File: src/design/ppm_frame_decoder_defines.svh
// Assertion macros shared by the PPM frame decoder RTL.
// Depends on: nothing; users provide clk_i and rst_ni in scope.
`ifndef PPM_FRAME_DECODER_DEFINES_SVH
`define PPM_FRAME_DECODER_DEFINES_SVH

// Check a property on every clock edge outside reset
`define PFD_ASSERT(label, prop, msg) \
  label: assert property (@(posedge clk_i) disable iff (!rst_ni) (prop)) else $error(msg);

// Check that a condition holds in the cycle after a trigger
`define PFD_ASSERT_NEXT(label, trig, cons, msg) \
  label: assert property (@(posedge clk_i) disable iff (!rst_ni) (trig) |=> (cons)) \
    else $error(msg);

`endif

File: src/design/pfd_pkg.sv
// Shared types and constants for the PPM frame decoder.
// Depends on: nothing.
package pfd_pkg;

  // Channel table geometry
  localparam int MaxChannels = 16;
  localparam int SlotW       = (MaxChannels > 1) ? $clog2(MaxChannels) : 1;
  localparam int NextW       = $clog2(MaxChannels + 1);
  localparam int CountW      = 5;
  localparam int CmpW        = 6;
  localparam int PulseW      = 16;
  localparam int TimeW       = 32;

  localparam logic [PulseW-1:0] SlotResetValue = 16'd1500;

  // Register reset values
  localparam logic [PulseW-1:0] SyncThrReset  = 16'd3000;
  localparam logic [PulseW-1:0] MinPulseReset = 16'd900;
  localparam logic [PulseW-1:0] MaxPulseReset = 16'd2100;
  localparam logic [CountW-1:0] ChanCntReset  = 5'd8;

  // Register map, index = byte address / 4
  typedef enum logic [1:0] {
    RegSyncThr   = 2'd0,
    RegMinPulse  = 2'd1,
    RegMaxPulse  = 2'd2,
    RegChanCount = 2'd3
  } reg_idx_e;

  typedef struct packed {
    logic [PulseW-1:0] sync_thr;
    logic [PulseW-1:0] min_pulse;
    logic [PulseW-1:0] max_pulse;
    logic [CountW-1:0] chan_count;
  } cfg_t;

  // Channel table write port
  typedef struct packed {
    logic              en;
    logic [SlotW-1:0]  addr;
    logic [PulseW-1:0] data;
  } slot_wr_t;

endpackage

File: src/design/ppm_frame_decoder.sv
// PPM frame decoder: takes one rising-edge timestamp per item and returns
// one result per item. It accepts a new item every clock cycle while the
// output is not stalled; each item passes through the input register and
// then the result register, with the interval, window and channel table
// update done in the single logic stage between them. The
// input side stalls only while a finished result is held by a stalled
// output. Channel slots reset to 1500 us. Configure over APB only while idle.
// Depends on: pfd_pkg, pfd_cfg, pfd_slots, pfd_core.
module ppm_frame_decoder
  import pfd_pkg::*;
(
  input  logic        clk_i,
  input  logic        rst_ni,
  // Edge items in
  input  logic        in_valid_i,
  output logic        in_stall_o,
  input  logic [31:0] edge_time_us_i,
  input  logic [4:0]  query_channel_i,
  input  logic [15:0] default_value_i,
  // Result items out
  output logic        out_valid_o,
  input  logic        out_stall_i,
  output logic [31:0] interval_us_o,
  output logic        sync_seen_o,
  output logic        width_stored_o,
  output logic [3:0]  stored_index_o,
  output logic [15:0] query_result_o,
  output logic [31:0] frame_time_us_o,
  output logic [31:0] edge_total_o,
  // Configuration
  input  logic        psel,
  input  logic        penable,
  input  logic        pwrite,
  input  logic [3:0]  paddr,
  input  logic [31:0] pwdata,
  output logic [31:0] prdata,
  output logic        pready
);

  cfg_t              cfg;
  slot_wr_t          slot_wr;
  logic [SlotW-1:0]  slot_raddr;
  logic [PulseW-1:0] slot_rdata;

  pfd_cfg u_cfg (
    .clk_i   (clk_i),
    .rst_ni  (rst_ni),
    .psel    (psel),
    .penable (penable),
    .pwrite  (pwrite),
    .paddr   (paddr),
    .pwdata  (pwdata),
    .prdata  (prdata),
    .pready  (pready),
    .cfg_o   (cfg)
  );

  pfd_slots u_slots (
    .clk_i   (clk_i),
    .rst_ni  (rst_ni),
    .wr_i    (slot_wr),
    .raddr_i (slot_raddr),
    .rdata_o (slot_rdata)
  );

  pfd_core u_core (
    .clk_i           (clk_i),
    .rst_ni          (rst_ni),
    .cfg_i           (cfg),
    .in_valid_i      (in_valid_i),
    .in_stall_o      (in_stall_o),
    .edge_time_us_i  (edge_time_us_i),
    .query_channel_i (query_channel_i),
    .default_value_i (default_value_i),
    .out_valid_o     (out_valid_o),
    .out_stall_i     (out_stall_i),
    .interval_us_o   (interval_us_o),
    .sync_seen_o     (sync_seen_o),
    .width_stored_o  (width_stored_o),
    .stored_index_o  (stored_index_o),
    .query_result_o  (query_result_o),
    .frame_time_us_o (frame_time_us_o),
    .edge_total_o    (edge_total_o),
    .slot_wr_o       (slot_wr),
    .slot_raddr_o    (slot_raddr),
    .slot_rdata_i    (slot_rdata)
  );

endmodule

File: src/design/pfd_cfg.sv
// APB configuration registers of the PPM frame decoder.
// Depends on: pfd_pkg.
module pfd_cfg
  import pfd_pkg::*;
(
  input  logic        clk_i,
  input  logic        rst_ni,
  input  logic        psel,
  input  logic        penable,
  input  logic        pwrite,
  input  logic [3:0]  paddr,
  input  logic [31:0] pwdata,
  output logic [31:0] prdata,
  output logic        pready,
  output cfg_t        cfg_o
);

  cfg_t     cfg_q;
  logic     wr_en;
  reg_idx_e reg_idx;

  assign pready  = 1'b1;
  assign wr_en   = psel && penable && pwrite;
  assign reg_idx = reg_idx_e'(paddr[3:2]);

  // Write registers on the access phase
  always_ff @(posedge clk_i or negedge rst_ni) begin
    if (!rst_ni) begin
      cfg_q.sync_thr   <= SyncThrReset;
      cfg_q.min_pulse  <= MinPulseReset;
      cfg_q.max_pulse  <= MaxPulseReset;
      cfg_q.chan_count <= ChanCntReset;
    end else if (wr_en) begin
      case (reg_idx)
        RegSyncThr:   cfg_q.sync_thr   <= pwdata[PulseW-1:0];
        RegMinPulse:  cfg_q.min_pulse  <= pwdata[PulseW-1:0];
        RegMaxPulse:  cfg_q.max_pulse  <= pwdata[PulseW-1:0];
        RegChanCount: cfg_q.chan_count <= pwdata[CountW-1:0];
        default: ;
      endcase
    end
  end

  // Read back selected register
  always_comb begin
    case (reg_idx)
      RegSyncThr:   prdata = 32'(cfg_q.sync_thr);
      RegMinPulse:  prdata = 32'(cfg_q.min_pulse);
      RegMaxPulse:  prdata = 32'(cfg_q.max_pulse);
      RegChanCount: prdata = 32'(cfg_q.chan_count);
      default:      prdata = '0;
    endcase
  end

  assign cfg_o = cfg_q;

endmodule

File: src/design/pfd_slots.sv
// Channel width table: one write port, one combinational read port.
// Depends on: pfd_pkg.
module pfd_slots
  import pfd_pkg::*;
(
  input  logic              clk_i,
  input  logic              rst_ni,
  input  slot_wr_t          wr_i,
  input  logic [SlotW-1:0]  raddr_i,
  output logic [PulseW-1:0] rdata_o
);

  logic [PulseW-1:0] slot_q [MaxChannels];

  // Store a channel width; reset fills every slot with the neutral pulse
  always_ff @(posedge clk_i or negedge rst_ni) begin
    if (!rst_ni) begin
      for (int i = 0; i < MaxChannels; i++) begin
        slot_q[i] <= SlotResetValue;
      end
    end else if (wr_i.en) begin
      slot_q[wr_i.addr] <= wr_i.data;
    end
  end

  assign rdata_o = slot_q[raddr_i];

endmodule

File: src/design/pfd_core.sv
// Edge processing datapath: input register, interval and window logic,
// frame state and result register. Depends on: pfd_pkg, defines header.
`include "ppm_frame_decoder_defines.svh"

module pfd_core
  import pfd_pkg::*;
(
  input  logic              clk_i,
  input  logic              rst_ni,
  input  cfg_t              cfg_i,
  input  logic              in_valid_i,
  output logic              in_stall_o,
  input  logic [TimeW-1:0]  edge_time_us_i,
  input  logic [4:0]        query_channel_i,
  input  logic [PulseW-1:0] default_value_i,
  output logic              out_valid_o,
  input  logic              out_stall_i,
  output logic [TimeW-1:0]  interval_us_o,
  output logic              sync_seen_o,
  output logic              width_stored_o,
  output logic [3:0]        stored_index_o,
  output logic [PulseW-1:0] query_result_o,
  output logic [TimeW-1:0]  frame_time_us_o,
  output logic [TimeW-1:0]  edge_total_o,
  output slot_wr_t          slot_wr_o,
  output logic [SlotW-1:0]  slot_raddr_o,
  input  logic [PulseW-1:0] slot_rdata_i
);

  // Input register
  logic              in_valid_q;
  logic [TimeW-1:0]  in_time_q;
  logic [4:0]        in_query_q;
  logic [PulseW-1:0] in_dflt_q;

  // Frame state
  logic [TimeW-1:0]  prev_time_q;
  logic [TimeW-1:0]  sync_time_q;
  logic [NextW-1:0]  next_slot_q;
  logic [TimeW-1:0]  edge_cnt_q;

  // Result register
  logic              out_valid_q;
  logic [TimeW-1:0]  out_interval_q;
  logic              out_sync_q;
  logic              out_stored_q;
  logic [3:0]        out_index_q;
  logic [PulseW-1:0] out_query_q;
  logic [TimeW-1:0]  out_frame_q;
  logic [TimeW-1:0]  out_total_q;

  logic              advance;
  logic              accept;
  logic [TimeW-1:0]  interval;
  logic [CmpW-1:0]   eff_cnt;
  logic              is_sync;
  logic              in_window;
  logic              do_store;
  logic [SlotW-1:0]  slot_idx;
  logic              query_ok;
  logic [PulseW-1:0] query_val;
  logic              val_in_window;
  logic [PulseW-1:0] query_res;
  logic [TimeW-1:0]  frame_time;

  // Handshake: move an item on when the result register is empty or being taken
  assign advance    = in_valid_q && (!out_valid_q || !out_stall_i);
  assign in_stall_o = in_valid_q && !advance;
  assign accept     = in_valid_i && !in_stall_o;

  // Interval and classification
  assign interval  = in_time_q - prev_time_q;
  assign eff_cnt   = (CmpW'(cfg_i.chan_count) > CmpW'(MaxChannels)) ?
                     CmpW'(MaxChannels) : CmpW'(cfg_i.chan_count);
  assign is_sync   = interval > TimeW'(cfg_i.sync_thr);
  assign in_window = (interval >= TimeW'(cfg_i.min_pulse)) &&
                     (interval <= TimeW'(cfg_i.max_pulse));
  assign do_store  = !is_sync && in_window && (CmpW'(next_slot_q) < eff_cnt);
  assign slot_idx  = next_slot_q[SlotW-1:0];

  // Query after this edge's update: forward the width being written
  assign slot_raddr_o  = in_query_q[SlotW-1:0];
  assign query_ok      = CmpW'(in_query_q) < eff_cnt;
  assign query_val     = (do_store && (slot_idx == in_query_q[SlotW-1:0])) ?
                         interval[PulseW-1:0] : slot_rdata_i;
  assign val_in_window = (query_val >= cfg_i.min_pulse) &&
                         (query_val <= cfg_i.max_pulse);
  assign query_res     = (query_ok && val_in_window) ? query_val : in_dflt_q;
  assign frame_time    = is_sync ? in_time_q : sync_time_q;

  assign slot_wr_o.en   = advance && do_store;
  assign slot_wr_o.addr = slot_idx;
  assign slot_wr_o.data = interval[PulseW-1:0];

  // Hold the input item until it moves on
  always_ff @(posedge clk_i or negedge rst_ni) begin
    if (!rst_ni) begin
      in_valid_q <= 1'b0;
    end else if (accept) begin
      in_valid_q <= 1'b1;
    end else if (advance) begin
      in_valid_q <= 1'b0;
    end
  end

  always_ff @(posedge clk_i) begin
    if (accept) begin
      in_time_q  <= edge_time_us_i;
      in_query_q <= query_channel_i;
      in_dflt_q  <= default_value_i;
    end
  end

  // Advance frame state per item
  always_ff @(posedge clk_i or negedge rst_ni) begin
    if (!rst_ni) begin
      prev_time_q <= '0;
      sync_time_q <= '0;
      next_slot_q <= '0;
      edge_cnt_q  <= '0;
    end else if (advance) begin
      prev_time_q <= in_time_q;
      sync_time_q <= frame_time;
      edge_cnt_q  <= edge_cnt_q + TimeW'(1);
      if (is_sync) begin
        next_slot_q <= '0;
      end else if (do_store) begin
        next_slot_q <= next_slot_q + NextW'(1);
      end
    end
  end

  // Result register: load on advance, drop once taken
  always_ff @(posedge clk_i or negedge rst_ni) begin
    if (!rst_ni) begin
      out_valid_q <= 1'b0;
    end else if (advance) begin
      out_valid_q <= 1'b1;
    end else if (!out_stall_i) begin
      out_valid_q <= 1'b0;
    end
  end

  always_ff @(posedge clk_i) begin
    if (advance) begin
      out_interval_q <= interval;
      out_sync_q     <= is_sync;
      out_stored_q   <= do_store;
      out_index_q    <= do_store ? 4'(slot_idx) : 4'd0;
      out_query_q    <= query_res;
      out_frame_q    <= frame_time;
      out_total_q    <= edge_cnt_q + TimeW'(1);
    end
  end

  assign out_valid_o     = out_valid_q;
  assign interval_us_o   = out_interval_q;
  assign sync_seen_o     = out_sync_q;
  assign width_stored_o  = out_stored_q;
  assign stored_index_o  = out_index_q;
  assign query_result_o  = out_query_q;
  assign frame_time_us_o = out_frame_q;
  assign edge_total_o    = out_total_q;

  // A sync edge never stores a width
  `PFD_ASSERT(a_sync_no_store, !(out_valid_q && out_sync_q && out_stored_q),
              "sync edge stored a channel width")
  // The slot pointer never passes the table size
  `PFD_ASSERT(a_slot_bound, next_slot_q <= NextW'(MaxChannels),
              "next slot beyond channel table")
  // A sync edge restarts the frame
  `PFD_ASSERT_NEXT(a_sync_restart, advance && is_sync, next_slot_q == '0,
                   "slot pointer not cleared after sync")
  // Each processed item bumps the edge total by one
  `PFD_ASSERT_NEXT(a_edge_count, advance,
                   edge_total_o == $past(edge_cnt_q) + TimeW'(1),
                   "edge total out of step")

endmodule

File: config.mk
export PLATFORM = sky130hd
export DESIGN_NAME = ppm_frame_decoder
export DESIGN_NICKNAME = d
export VERILOG_FILES = /design/src/design/pfd_pkg.sv /design/src/design/ppm_frame_decoder.sv /design/src/design/pfd_cfg.sv /design/src/design/pfd_slots.sv /design/src/design/pfd_core.sv
export VERILOG_INCLUDE_DIRS = /design/src /design/src/design
export SDC_FILE = /design/constraint.sdc
export NUM_CORES = 1
export LEC_CHECK = 0
export BUFFER_PORTS_ARGS = -buffer_cell sky130_fd_sc_hd__buf_2
export CAP_MARGIN = 25
export CORE_ASPECT_RATIO = 1.25
export CORE_MARGIN = 2
export CORE_UTILIZATION = 60
export DETAILED_ROUTE_END_ITERATION = 8
export PLACE_DENSITY = 0.79
export SYNTH_ARGS = -nofsm -noshare
export SYNTH_HDL_FRONTEND = slang
export SYNTH_SLANG_ARGS = --single-unit
File: constraint.sdc
create_clock -name clk_i -period 8.46 [get_ports clk_i]
set_input_delay 0 -clock clk_i [delete_from_list [all_inputs] [get_ports clk_i]]
set_output_delay 0 -clock clk_i [all_outputs]
set_load 0.005 [all_outputs]
==> reports/results.tsv, run 1 <==
stage	metric	value	unit
timing	rsz0062_at_grt	no	
die	rows	90	
critical_path	critPathCapture	u_core.query_result_o[3]$_DFFE_PP_	
synthesis	ys_seq_area_share	52.8	%
synthesis	yosysMostFrequentCell	dfrtp_1	
critical_path	startpoint	u_core.in_time_q[0]$_DFFE_PP_	
worst_hold_path	min-delay-path-class	input port to flop	
clock_tree	clock_tree.root_cell	clkbuf_16	
synthesis	synth_cell_types	77	
synthesis	netlist_top_cells_count	284 x dfrtp_1, 261 x mux2_2, 171 x edfxtp_1	
power_and_ir_drop	power_frac_comb	24.3	%
critical_path	slowest_stage	or3_1	
die	start_util	61.0	%
clock_tree	htree_levels	2	
synthesis	syn_area	0.0295	mm²
final_layout	area_delta_synth_final	15.0	%
timing	setup-violations-final	0	
route	vias_per_cell	6.09	
critical_path	cp-end-kind	flop	
clock_tree	clk_pin_slew_worst_paths	60	ps
global_route	grt_use_total	29.9	%
critical_path	crit_path_max_incr_delay	660	ps
run	cap_violations	0	
power_and_ir_drop	power_density	226	mW/mm²
critical_path	rr_startpoint	u_core.in_time_q[0]$_DFFE_PP_	
synthesis	synth_ff_type	dfrtp_1	
global_route	grt_pass1_wl	117000	µm
global_route	overflow	0	
power_and_ir_drop	power_switching	0.00244	W
global_route	antenna_found_initial	1	
die	die_h	252	µm
die	core	0.0484	mm²
critical_path	worstSetupStartpointType	flop	
timing	finalCritPeriodShare	92.4	%
clock_tree	cts_tree	yes	
critical_path	critPathTopFamily	compound AO/OA/AOI/OAI gates	
critical_path	arrival	8170	ps
placement	dp_hpwl	50500	µm
critical_path	cp.depth	31	
power_and_ir_drop	switching_share	31.8	%
placement	placed_cells	3006	
route	ant_nets	0	
timing	hold_viol	0	
route	drc_errors	0	
clock_tree	cts_buffers	57	
critical_path	crit_path_max_fanout	20	
route	wl_per_cell	23.5	µm
clock_tree	clock_path_buffers	3	
final_layout	fillerInstances	3216	
synthesis	syn_inst	2222	
route	num_vias	19500	
power_and_ir_drop	leakagePower	15.1	nW
timing	skew	24.9	ps
power_and_ir_drop	p_seq_share	43.0	%
critical_path	path_buf_inv	5	
final_layout	nets	2721	
placement	place.gp.congestion	0.932	
synthesis	synth_area_leaders	dfrtp_1 24%, edfxtp_1 17%, dfstp_2 11%	
route	first_pass_iters	5	
synthesis	async_flop_share	70.7	%
clock_tree	clkLatencyLatePin	640	ps
final_layout	final_cells	3194	
critical_path	reg2reg_slack	640	ps
synthesis	yosysTopAreaCell	dfrtp_1	
power_and_ir_drop	clockPowerShare	32.6	%
critical_path	r2r_cells	31	
route	drtIter0Drc	1414	
timing	setup_tns	0	ps
die	io_pins	249	
timing	drv_slew	0	
placement	place.port_buffers	213	
timing	fmax	0.128	GHz
synthesis	yosysTopAreaCellShare	24.1	%
clock_tree	cts_num_sinks	583	
synthesis	ys_warn_count	0	
power_and_ir_drop	p_int	0.00524	W
route	routed_wl	75000	µm
die	die_w	202	µm
outcome	status	finished clean	
timing	worst_slew_pin_slew	1050	ps
power_and_ir_drop	ir_worst_vdd	166	µV
final_layout	layout-drive-gt1-share	37.8	%
timing	max_slew_margin	30.0	%
critical_path	r2r-end	u_core.query_result_o[3]$_DFFE_PP_	
critical_path	critical_path_required	8810	ps
synthesis	synth_edf_count	171	
synthesis	avgSynthCellArea	13.3	µm²
synthesis	ys_ff_latch	583	
global_route	grt_max_degree	159	
die	die_area	0.0510	mm²
critical_path	crit_type	flop to flop	
timing	final.min_clock_period	7820	ps
global_route	first_global_vias	20300	
-- layer usage --
metal	track usage [%]	vias up	part of all wire, %
met5	0	-	0
met4	14.8	0	5.3
met3	5.14	187	5.7
met2	50.8	677	50
met1	37.1	9962	39
li1	-	8639	-
-- how the worst min path moves through the flow --
stage / from / endpoint / slack, ps / depth (start not counted)
6_report: edge_time_us_i[12] / u_core.in_time_q[12]$_DFFE_PP_ / 80 / 2
5_1_grt: edge_time_us_i[7] / u_core.in_time_q[7]$_DFFE_PP_ / 70 / 2
4_1_cts: default_value_i[15] / u_core.in_dflt_q[15]$_DFFE_PP_ / 50 / 2
3_5_place_dp: rst_ni / u_core.sync_time_q[21]$_DFFE_PN0P_ / -50 / 1
3_3_place_gp: rst_ni / u_core.sync_time_q[21]$_DFFE_PN0P_ / -50 / 1
2_1_floorplan: rst_ni / u_cfg.cfg_o[0]$_DFFE_PN0P_ / -300 / 0
-- per-stage QoR --
stage | power [W] | setup slack (ps) | area (µm²) | util, % | hold slack (ps)
global route | 0.00801 | 97.1 | 34000 | 70.1 | 74.4
floorplan | 0.00443 | 1430 | 29600 | - | -296
CTS | 0.00767 | 571 | 33900 | 70.0 | 47.2
global placement | 0.00508 | 743 | 31200 | 64.4 | -51.8
detailed placement | 0.00514 | 600 | 31300 | 64.6 | -49.1
finish | 0.00768 | 642 | 34000 | 70.1 | 76.8
-- registers in the layout (all words and copies together), names as in the netlist, 4 cells and up --
| name | flops |
|---|---|
| u_cfg.cfg_o | 53 |
| u_core.sync_time_q | 32 |
| u_core.query_result_o | 16 |
| u_core.stored_index_o | 4 |
| u_core.in_query_q | 5 |
| u_core.edge_total_o | 32 |
| u_slots.slot_q | 256 |
| u_core.in_time_q | 32 |
| u_core.next_slot_q | 5 |
| u_core.prev_time_q | 32 |
| u_core.interval_us_o | 32 |
| u_core.edge_cnt_q | 32 |
| u_core.frame_time_us_o | 32 |
| u_core.in_dflt_q | 16 |
-- area by class of cell --
cell class	count	area [µm²]	share of cell area, %
flip-flops and latches	583	15600	45.9
well taps	644	806	2.37
multi-input cells	1415	13000	38.2
inverters	103	392	1.15
diodes	1	2.50	0.00737
clock inverters	22	191	0.564
clock buffers	86	1660	4.88
repair buffers	340	2340	6.90
-- cell families (layout without fill, tap and decap cells) --
family,Yosys count,in the layout,share of synthesized area (%)
xor+xnor,98,98,2.91
flops,583,583,52.8
compound gates,294,294,6.22
fa+ha+maj,125,125,5.32
buf+inv,239,551,3.94
other cells,2,18,0.0254
simple gates,440,440,7.73
mux,441,441,21.0
-- cell usage in the layout, fill, tap and decap left out, types with 18 or more instances in the layout --
| cell type | count |
|---|---|
| inv_1 | 100 |
| buf_4 | 41 |
| dfrtp_1 | 284 |
| clkbuf_1 | 18 |
| ha_1 | 124 |
| xor2_1 | 39 |
| nand2_1 | 163 |
| a31oi_1 | 23 |
| mux2_4 | 80 |
| o21ai_0 | 107 |
| nor2_1 | 84 |
| dfstp_2 | 128 |
| edfxtp_1 | 171 |
| nand4_1 | 38 |
| clkbuf_16 | 58 |
| mux4_2 | 85 |
| buf_2 | 212 |
| a21oi_1 | 51 |
| nand3_1 | 54 |
| o31ai_1 | 19 |
| dlygate4sd3_1 | 74 |
| mux2_2 | 261 |
| xnor2_1 | 46 |
| a21o_1 | 28 |
-- what timing repair did --
action                     4_1_cts  5_1_grt
hold buffers                    75        0
hold endpoints to repair       190        0
setup endpoints to repair        0       10
setup buffers                    0        0
resized for setup                0        1
-- power groups by stage --
stage | logic, W | clock network (W) | registers (W)
final | 0.00187 | 0.00250 | 0.00330
after global routing | 0.00204 | 0.00264 | 0.00333
after CTS | 0.00184 | 0.00253 | 0.00330
after detailed placement | 0.00179 | 0 | 0.00335
after global placement | 0.00174 | 0 | 0.00334
after floorplan | 0.00111 | 0 | 0.00332
No activity file was read; power rests on OpenSTA's default activity.
==> run 2: changes to the inputs <==
--- a/config.mk
+++ b/config.mk
@@ -6,6 +6,7 @@
 export SDC_FILE = /design/constraint.sdc
 export NUM_CORES = 1
 export LEC_CHECK = 0
+export ABC_AREA = 1
 export BUFFER_PORTS_ARGS = -buffer_cell sky130_fd_sc_hd__buf_2
 export CAP_MARGIN = 25
 export CORE_ASPECT_RATIO = 1.25
@@ -15,4 +16,5 @@
 export PLACE_DENSITY = 0.79
 export SYNTH_ARGS = -nofsm -noshare
 export SYNTH_HDL_FRONTEND = slang
+export SYNTH_HIERARCHICAL = 1
 export SYNTH_SLANG_ARGS = --single-unit
==> run 2 against run 1 <==
  * Sequential share of layout area fell by 1.7 points
  * Maximum frequency rose by 7.0%
  * Via count up 35%
  * Setup slack gained 510 ps
  * Highest routed layer is now met5
==> reports/results.tsv, run 2 <==
stage	metric	value	unit	change
global_route	grt_pass1_wl	134000	µm	+15%
timing	final.min_clock_period	7310	ps	-511 ps
outcome	status	finished clean		
power_and_ir_drop	power_frac_comb	29.3	%	+5.0 points
power_and_ir_drop	switching_share	35.1	%	+3.3 points
power_and_ir_drop	fin_total_pwr	0.00865	W	+13%
synthesis	async_flop_share	70.7	%	unchanged
critical_path	worstSetupStartpointType	flop		
timing	fmax	0.137	GHz	+7.0%
synthesis	synth_edf_count	171		unchanged
route	drtIter0Drc	2696		+91%
route	first_pass_iters	7		+2
global_route	grt_use_total	31.5	%	+1.6 points
timing	worst_slew_pin_slew	947	ps	-103 ps
clock_tree	clock_tree.root_cell	clkbuf_16		
clock_tree	cts_buffers	57		unchanged
timing	finalCritPeriodShare	86.4	%	-6.0 points
die	io_pins	249		unchanged
critical_path	cp_common_cell	nand2_1		
final_layout	layout-drive-gt1-share	13.3	%	-24 points
final_layout	regMostFlops	u_slots/slot_q		
die	die_w	207	µm	+2.5%
die	die_area	0.0536	mm²	+5.0%
route	ant_nets	0		unchanged
timing	skew	22.0	ps	-2.95 ps
power_and_ir_drop	ir_worst_vdd	221	µV	+33%
synthesis	yosysTopAreaCell	dfrtp_1		
run	cap_violations	0		unchanged
synthesis	avgSynthCellArea	8.01	µm²	-40%
placement	dp_hpwl	55100	µm	+9.1%
synthesis	yosysTopAreaCellShare	22.9	%	-1.2 points
synthesis	netlist_top_cells_count	1333 x nand2_1, 582 x inv_1, 399 x o21ai_0		
die	die_h	258	µm	+2.5%
synthesis	ys_warn_count	6		+6
clock_tree	clk_pin_slew_worst_paths	60	ps	about the same
synthesis	syn_area	0.0310	mm²	+5.1%
clock_tree	clock_path_buffers	3		unchanged
final_layout	nets	4312		+58%
timing	drv_slew	0		unchanged
timing	max_slew_margin	36.9	%	+6.9 points
power_and_ir_drop	power_density	245	mW/mm²	+8.4%
final_layout	largest_reg_flops	256		unchanged
final_layout	mostFrequentLayoutCells	1333 x nand2_1, 580 x inv_1, 399 x o21ai_0		
critical_path	crit_path_max_fanout	19		-5.0%
timing	rsz0062_at_grt	no		
die	core	0.0513	mm²	+6.0%
global_route	overflow	0		unchanged
power_and_ir_drop	p_seq_share	39.0	%	-4.0 points
critical_path	cp.depth	32		+3.2%
synthesis	synth_ff_type	dfrtp_1		
global_route	antenna_found_initial	5		+4
route	num_vias	26300		+35%
final_layout	layout_commonest_cell	nand2_1		
clock_tree	clkLatencyLatePin	640	ps	about the same
clock_tree	cts_num_sinks	583		unchanged
critical_path	path_buf_inv	3		-2
critical_path	cp-end-kind	flop		
route	wl_per_cell	17.7	µm	-25%
synthesis	ys_ff_latch	583		unchanged
route	routed_wl	85000	µm	+13%
die	start_util	60.5	%	-0.50 points
timing	hold_viol	0		unchanged
critical_path	crit_path_max_incr_delay	710	ps	+50 ps
critical_path	crit_type	flop to flop		
synthesis	yosysMostFrequentCell	nand2_1		
synthesis	syn_inst	3876		+74%
die	rows	93		+3.3%
power_and_ir_drop	p_int	0.00562	W	+7.2%
timing	setup_tns	0	ps	unchanged
clock_tree	htree_levels	2		unchanged
critical_path	critPathTopFamily	simple AND/OR/NAND/NOR gates		
critical_path	r2r_cells	32		+3.2%
route	vias_per_cell	5.47		-10%
synthesis	synth_cell_types	45		-42%
synthesis	ys_seq_area_share	50.3	%	-2.6 points
clock_tree	cts_setup_buffers	0		unchanged
placement	place.port_buffers	213		unchanged
timing	setup-violations-final	0		unchanged
synthesis	synth_area_leaders	dfrtp_1 23%, edfxtp_1 17%, nand2_1 16%		
global_route	grt_max_degree	159		unchanged
global_route	first_global_vias	25600		+26%
critical_path	critical_path_required	8960	ps	+150 ps
final_layout	area_delta_synth_final	13.6	%	
power_and_ir_drop	leakagePower	17.1	nW	+13%
clock_tree	cts_tree	yes		
route	drc_errors	0		unchanged
power_and_ir_drop	power_switching	0.00303	W	+24%
critical_path	slowest_stage	inv_1		
power_and_ir_drop	clockPowerShare	31.8	%	-0.8 points
placement	place.gp.congestion	0.942		+1.1%
worst_hold_path	min-delay-path-class	input port to async pin		
critical_path	arrival	7800	ps	-370 ps
-- run 2: changes by cell type after synthesis, moves of 53 or more --
cell     before   now
nand2_1     163  1333
inv_1       100   582
o21ai_0     107   399
mux2_2      261     0
nand3_1      55   289
mux4_2       85     0
mux2_4       80     0
buf_2        14    67
-- run 2: worst register-to-register path, delay by kind of cell (launching register included) --
kind / cells / cell delay (ps)
AO/OA/AOI/OAI: 4 / 700
XOR/XNOR: 1 / 570
adder cells (fa/ha/maj): 4 / 1310
buffers and inverters: 3 / 950
flip-flops: 1 / 370
AND/OR/NAND/NOR: 20 / 3250
-- run 2: power groups by stage --
stage / Sequential (W) / Clock [W] / Combinational (W)
2_1_floorplan: 0.00339 / 0 / 0.00163
3_3_place_gp: 0.00340 / 0 / 0.00236
3_5_place_dp: 0.00341 / 0 / 0.00242
4_1_cts: 0.00337 / 0.00278 / 0.00248
5_1_grt: 0.00340 / 0.00288 / 0.00282
6_report: 0.00337 / 0.00275 / 0.00253
-- run 2: per-layer routing --
layer / track usage, % / vias up / share of wire [%]
met1: 38.6 / 12400 / 38
li1: - / 12600 / -
met5: 0 / - / 0.0094
met4: 16.9 / 2 / 5.3
met3: 5.37 / 274 / 7.6
met2: 53.7 / 1086 / 49
-- run 2: cell families (layout without fill, tap and decap cells) --
logic type	count (synthesis)	after routing	synth area share [%]
and+or+nand+nor	1840	1840	24.8
buffers and inverters	797	1049	10.6
DFF	583	583	50.3
AOI/OAI and AO/OA	481	481	7.87
adders and majority gates	122	122	4.94
xor gates and xnor gates	51	51	1.44
other	2	19	0.0242
-- run 2: what timing repair did --
item	in CTS	in global routing
hold buffers	84	0
hold endpoints to repair	217	0
resized for setup	0	0
-- run 2: path summary, 6_finish.rpt --
check	from	endpoint	slack, ps
max reg2reg	u_core/in_time_q[0]$_DFFE_PP_	u_core/query_result_o[13]$_DFFE_PP_	1150
min reg2reg	u_cfg/cfg_o[46]$_DFFE_PN1P_	u_cfg/cfg_o[46]$_DFFE_PN1P_	470
max in group asynchronous	rst_ni	u_cfg/cfg_o[47]$_DFFE_PN0P_	6460
max	u_core/in_time_q[0]$_DFFE_PP_	u_core/query_result_o[13]$_DFFE_PP_	1150
min	rst_ni	u_slots/slot_q[117]$_DFFE_PN0P_	1
min in group clk_i	psel	u_cfg/cfg_o[40]$_DFFE_PN1P_	70
-- run 2: final cells by class --
type                            instances  area [µm²]
Timing Repair Buffer                  347        2340
Tap cell                              665         832
Sequential cell                       583       15600
Clock inverter                         25         318
Antenna cell                            2        5.00
Clock buffer                           83        1730
Fill cell                            4018       16000
Multi-Input combinational cell       2511       12200
Inverter                              594        2230
-- run 2: through the flow --
stage / setup slack [ps] / utilization, % / cell area (µm²) / std cells / hold slack, ps
global placement: 1470 / 63.0 / 32300 / 4613 / 102
CTS: 1270 / 68.7 / 35200 / 4806 / 29.3
detailed placement: 1320 / 63.1 / 32400 / 4614 / 107
global route: 680 / 68.7 / 35300 / 4810 / 59.9
finish: 1150 / 68.7 / 35300 / 4810 / 1.43
floorplan: 3360 / - / 31100 / 3891 / -296
